===== src/rtl/assert_macros.svh =====
// ----------------------------------------------------------------------------
// assert_macros.svh
// Assertion macros shared by the RTL. Build with NO_ASSERTIONS defined to
// drop every assertion from the design.
// ----------------------------------------------------------------------------
`ifndef ASSERT_MACROS_SVH
`define ASSERT_MACROS_SVH

`ifndef NO_ASSERTIONS

// Same-cycle implication, disabled while reset is asserted
`define ASSERT_IMPLY(lbl, clk, rst_n, ante, cons) \
    lbl: assert property (@(posedge clk) disable iff (!rst_n) (ante) |-> (cons)) \
        else $error("assertion failed: implication");

// Next-cycle implication, disabled while reset is asserted
`define ASSERT_NEXT(lbl, clk, rst_n, ante, cons) \
    lbl: assert property (@(posedge clk) disable iff (!rst_n) (ante) |=> (cons)) \
        else $error("assertion failed: next-cycle implication");

`else

`define ASSERT_IMPLY(lbl, clk, rst_n, ante, cons)
`define ASSERT_NEXT(lbl, clk, rst_n, ante, cons)

`endif

`endif


===== src/rtl/mrq_pkg.sv =====
// ----------------------------------------------------------------------------
// mrq_pkg
// Types and constants for the message ring queue with front insert.
// ----------------------------------------------------------------------------
package mrq_pkg;

    // Storage geometry
    localparam int DEPTH = 256;
    localparam int PTR_W = $clog2(DEPTH);
    localparam int CNT_W = $clog2(DEPTH + 1);
    localparam int MSG_W = 32;
    localparam int ACT_W = 2;

    // Action codes
    localparam logic [ACT_W-1:0] ACT_SEND = 2'd0;
    localparam logic [ACT_W-1:0] ACT_JAM  = 2'd1;
    localparam logic [ACT_W-1:0] ACT_RECV = 2'd2;

    // Input transaction
    typedef struct packed {
        logic [ACT_W-1:0] action;
        logic [MSG_W-1:0] message;
    } in_item_t;

    // Result transaction
    typedef struct packed {
        logic             ok;
        logic [MSG_W-1:0] data;
        logic [CNT_W-1:0] count;
        logic             empty_res;
        logic             full_res;
    } out_item_t;

    // Controller states
    typedef enum logic [2:0] {
        ST_IDLE = 3'b001,
        ST_EXEC = 3'b010,
        ST_RESP = 3'b100
    } mrq_state_t;

    // Controller to datapath commands
    typedef struct packed {
        logic cfg_wr;
        logic latch_in;
        logic exec;
        logic load_out;
    } mrq_cmd_t;

endpackage


===== src/rtl/mrq_ctrl.sv =====
// ----------------------------------------------------------------------------
// mrq_ctrl
// Sequencing for the queue: accept, execute, deliver. Owns the handshakes.
// ----------------------------------------------------------------------------
`include "assert_macros.svh"

module mrq_ctrl (
    input  logic              clk,
    input  logic              rst_n,
    input  logic              in_valid,
    output logic              in_ready,
    output logic              out_valid,
    input  logic              out_ready,
    input  logic              cfg_valid,
    output logic              cfg_ready,
    output mrq_pkg::mrq_cmd_t cmd
);
    import mrq_pkg::*;

    mrq_state_t state_reg;
    mrq_state_t state_next;
    logic       out_valid_reg;
    logic       out_valid_next;
    logic       out_free;

    // Handshake readiness
    assign cfg_ready = (state_reg == ST_IDLE);
    assign in_ready  = (state_reg == ST_IDLE) && !cfg_valid;
    assign out_valid = out_valid_reg;
    assign out_free  = !out_valid_reg || out_ready;

    // Commands
    always_comb
    begin
        cmd          = '0;
        cmd.cfg_wr   = cfg_valid && cfg_ready;
        cmd.latch_in = in_valid && in_ready;
        cmd.exec     = (state_reg == ST_EXEC);
        cmd.load_out = (state_reg == ST_RESP) && out_free;
    end

    // Next state
    always_comb
    begin
        state_next = state_reg;
        unique case (state_reg)
            ST_IDLE:
            begin
                if (cmd.latch_in)
                begin
                    state_next = ST_EXEC;
                end
            end
            ST_EXEC:
            begin
                state_next = ST_RESP;
            end
            ST_RESP:
            begin
                if (out_free)
                begin
                    state_next = ST_IDLE;
                end
            end
            default:
            begin
                state_next = ST_IDLE;
            end
        endcase
    end

    // Output valid flag
    always_comb
    begin
        out_valid_next = out_valid_reg;
        if (cmd.load_out)
        begin
            out_valid_next = 1'b1;
        end
        else if (out_ready)
        begin
            out_valid_next = 1'b0;
        end
    end

    always_ff @(posedge clk or negedge rst_n)
    begin
        if (!rst_n)
        begin
            state_reg     <= ST_IDLE;
            out_valid_reg <= 1'b0;
        end
        else
        begin
            state_reg     <= state_next;
            out_valid_reg <= out_valid_next;
        end
    end

    // Checks
    `ASSERT_NEXT(a_accept_to_exec, clk, rst_n, in_valid && in_ready, state_reg == ST_EXEC)
    `ASSERT_NEXT(a_exec_to_resp, clk, rst_n, state_reg == ST_EXEC, state_reg == ST_RESP)
    `ASSERT_IMPLY(a_cfg_not_with_item, clk, rst_n, cfg_valid && cfg_ready, !(in_valid && in_ready))
    `ASSERT_NEXT(a_load_sets_valid, clk, rst_n, cmd.load_out, out_valid_reg)

endmodule


===== config.mk =====
export PLATFORM = sky130hd
export DESIGN_NAME = mrq_ctrl
export DESIGN_NICKNAME = d
export VERILOG_FILES = /design/src/rtl/mrq_pkg.sv /design/src/rtl/mrq_ctrl.sv
export VERILOG_INCLUDE_DIRS = /design/src /design/src/rtl
export SDC_FILE = /design/constraint.sdc
export NUM_CORES = 1
export LEC_CHECK = 0
export BUFFER_PORTS_ARGS = -buffer_cell sky130_fd_sc_hd__buf_2
export CELL_PAD_IN_SITES_DETAIL_PLACEMENT = 1
export CELL_PAD_IN_SITES_GLOBAL_PLACEMENT = 2
export CORE_AREA = 2 2 39 41
export DETAILED_ROUTE_END_ITERATION = 12
export DIE_AREA = 0 0 41 43
export PLACE_DENSITY_LB_ADDON = 0.3
export SYNTH_ARGS = -nofsm -noshare
export SYNTH_HDL_FRONTEND = slang
export SYNTH_SLANG_ARGS = --single-unit

===== constraint.sdc =====
create_clock -name clk -period 4.5 [get_ports clk]
set_input_delay 1.35 -clock clk [delete_from_list [all_inputs] [get_ports clk]]
set_output_delay 1.35 -clock clk [all_outputs]
set_load 0.01 [all_outputs]

==> impl_metrics.env <==
export IMPL_outcome="completed"
export IMPL_yosysTopAreaCellShare_pct=33.5
export IMPL_filler_cells_inserted=171
export IMPL_clock_tree_root_cell="sky130_fd_sc_hd__clkbuf_4"
export IMPL_timing_final_crit_period_ns=3.16
export IMPL_hold_path_cell_count=2
export IMPL_routed_top_layer="met3"
export IMPL_synth_adder_area_share_pct=0
export IMPL_detailroute_wirelength_met2_um=259
export IMPL_cts_tree="built"
export IMPL_floorplan_die_area_um2=1760
export IMPL_via_count_of_the_first_global_routing_pass=196
export IMPL_synth_compound_area_share_pct=6.70
export IMPL_report_final_slew_viol_count=0
export IMPL_ys_ff_latch=4
export IMPL_grt_max_degree=5
export IMPL_inserted_clock_buffers=3
export IMPL_timing_max_cap_violations=0
export IMPL_whs_endpoint="out_valid$_DFFE_PN0P_"
export IMPL_gp_routability_congestion=0.586
export IMPL_detailed_place_hpwl_um=405
export IMPL_pre_cts_slack_ns=1.34
export IMPL_p_leak_nw=0.153
export IMPL_worst_setup_path_end_kind="output pin"
export IMPL_initial_antenna_violation_count=0
export IMPL_cp_arrival_ns=1.81
export IMPL_die_height_um=43
export IMPL_port_buffers=11
export IMPL_timing_critical_path_fanout_max=4
export IMPL_vias=192
export IMPL_critical_r2r_launch="state_reg[0]$_DFFE_PN1P_"
export IMPL_post_cts_buffers=0
export IMPL_cts_htree_levels=1
export IMPL_global_route_usage_total_pct=6.67
export IMPL_reg2reg_to="state_reg[0]$_DFFE_PN1P_"
export IMPL_slew_headroom_pct=87.4
export IMPL_timing_critical_path_from_type="input port"
export IMPL_post_synth_num_cell_types=15
export IMPL_grt_pass1_wl_um=759
export IMPL_cts_resized=0
export IMPL_timing_final_hold_violations=0
export IMPL_wire_per_inst_um=8.76
export IMPL_postLayoutSetupSlackWorst_ns=1.34
export IMPL_vias_per_cell=3.76
export IMPL_dr_pass1_iters=4
export IMPL_setup_viol_count_final=0
export IMPL_cell_area_after_synthesis_um2=224
export IMPL_hold_path_class="reg -> reg"
export IMPL_antenna_cells_inserted=0
export IMPL_clk_pin_slew_ns=0.03
export IMPL_worst_r2r_setup_slack_ns=3.18
export IMPL_finish_utilization_pct=22.4
export IMPL_boundaryPins=12
export IMPL_irDropWorstVdd_mv=0.124
export IMPL_reg2reg_depth=3
export IMPL_routed_wirelength_um=447
export IMPL_drt_drc_violations_left=0
export IMPL_grt_setup_unrepaired="no"
export IMPL_m1WireLength_um=159
export IMPL_synth_top_cell_by_area="sky130_fd_sc_hd__dfrtp_1"
export IMPL_rows=14
export IMPL_largest_register_ff_count=3
export IMPL_clock_sinks=4
export IMPL_core_um2=1380
export IMPL_area_delta_synth_final_pct=38.5
export IMPL_cts_buffer_depth=2
export IMPL_post_synth_xor_area_fraction_pct=0
export IMPL_crit_required_ns=3.15
export IMPL_post_synth_inst_count=22
export IMPL_finalCritPeriodShare_pct=70.2
export IMPL_max_freq_ghz=0.317
export IMPL_globalRoute_totalOverflow=0
export IMPL_hp_start="out_valid$_DFFE_PN0P_"
export IMPL_synth_fp_nets=27
export IMPL_drive_above_1_share_pct=51.4
export IMPL_power_density_nw_per_um2=344
export IMPL_clock_skew_ns=0.00385
export IMPL_timing_worst_slew_pin_value_ns=0.188
export IMPL_synth_sequential_area_ratio_pct=45.3
export IMPL_avgSynthCellArea_um2=10.2
export IMPL_combinational_family_with_the_most_area_after_synthesis="simple AND/OR/NAND/NOR gates"
export IMPL_yosysWarnings=0
export IMPL_setup_tns_ns=0
export IMPL_die_w_um=41
export IMPL_cts_hold_repair_buffers=0
export IMPL_synthTopCellsByArea="sky130_fd_sc_hd__dfrtp_1 34%, sky130_fd_sc_hd__dfstp_2 12%, sky130_fd_sc_hd__nor3b_4 8.4%"
export IMPL_clkLatencyLatePin_ns=0.23
export IMPL_initial_utilization_pct=16.2
export IMPL_muxShareOfSynthArea_pct=0
export IMPL_critical_path_class="in -> out"
export IMPL_met3_length_um=28
export IMPL_synth_simple_gate_area_share_pct=36.3
export IMPL_drt_initial_drc_count=1
export IMPL_design_final_nets=41
export IMPL_detail_route_antenna_nets=0
[layer usage]
layer	up-vias	GRT usage, %
met5	-	0
met4	0	6.00
met3	0	1.57
met2	5	10.0
met1	89	7.21
li1	98	-
[cell type report]
| type | count | area (um2) | area share (%) |
|---|---|---|---|
| flip-flops and latches | 4 | 101 | 32.7 |
| multi-input cells | 13 | 96.3 | 31.0 |
| clock buffers | 4 | 26.3 | 8.47 |
| well taps | 16 | 20.0 | 6.45 |
| inverters | 3 | 11.3 | 3.63 |
| repair buffers | 11 | 55.1 | 17.7 |
[worst max-delay path, stage by stage]
cell	delay, ns
sky130_fd_sc_hd__buf_2	0.13
sky130_fd_sc_hd__nor3b_4	0.17
sky130_fd_sc_hd__buf_2	0.16
[cell families after synthesis]
kind of cell | count (synthesis)
AND/OR/NAND/NOR | 10
flip-flops | 4
buffers and inverters | 5
AO/OA/AOI/OAI | 3
[placed cells by master (no fill, tap or decap), types with 2 or more instances in the layout]
cell                       instances
sky130_fd_sc_hd__nor2_1            3
sky130_fd_sc_hd__a21oi_1           2
sky130_fd_sc_hd__clkbuf_4          3
sky130_fd_sc_hd__dfrtp_1           3
sky130_fd_sc_hd__inv_1             2
sky130_fd_sc_hd__buf_2            11
[where the power goes]
group | internal (W) | switching [W] | leakage (nW)
Combinational | 0.00000964 | 0.0000100 | 0.0864
Clock | 0.0000332 | 0.0000133 | 0.0150
Sequential | 0.0000387 | 0.00000180 | 0.0516
[worst max path at each step]
stage,from,to,slack (ns),cells past startpoint
6_report,cfg_valid,cmd[2],1.34,3
5_1_grt,cfg_valid,cmd[2],1.32,3
4_1_cts,cfg_valid,cmd[2],1.34,3
3_5_place_dp,cfg_valid,cmd[2],1.34,3
3_3_place_gp,cfg_valid,cmd[2],1.34,3
2_1_floorplan,out_ready,cmd[0],1.55,3
[per-stage QoR]
step	power (W)	instances	hold slack [ns]	area, um2
floorplan	0.0000527	22	0.535	224
global placement	0.0000606	47	0.569	284
detailed placement	0.0000611	47	0.590	284
CTS	0.000110	51	0.599	310
global route	0.000114	51	0.615	310
finish	0.000107	51	0.584	310
[Yosys cell counts]
cell type	count
sky130_fd_sc_hd__or3b_1	1
sky130_fd_sc_hd__inv_2	1
sky130_fd_sc_hd__nor3b_4	1
sky130_fd_sc_hd__inv_1	2
sky130_fd_sc_hd__nand2b_1	1
sky130_fd_sc_hd__nand4bb_1	1
sky130_fd_sc_hd__and2_1	1
sky130_fd_sc_hd__dfstp_2	1
sky130_fd_sc_hd__dfrtp_1	3
sky130_fd_sc_hd__buf_4	2
sky130_fd_sc_hd__a21oi_1	2
sky130_fd_sc_hd__nor3b_1	1
sky130_fd_sc_hd__or3b_4	1
sky130_fd_sc_hd__nor2_1	3
sky130_fd_sc_hd__o21ai_0	1
Note: power is estimated with default switching activity, not from simulation.
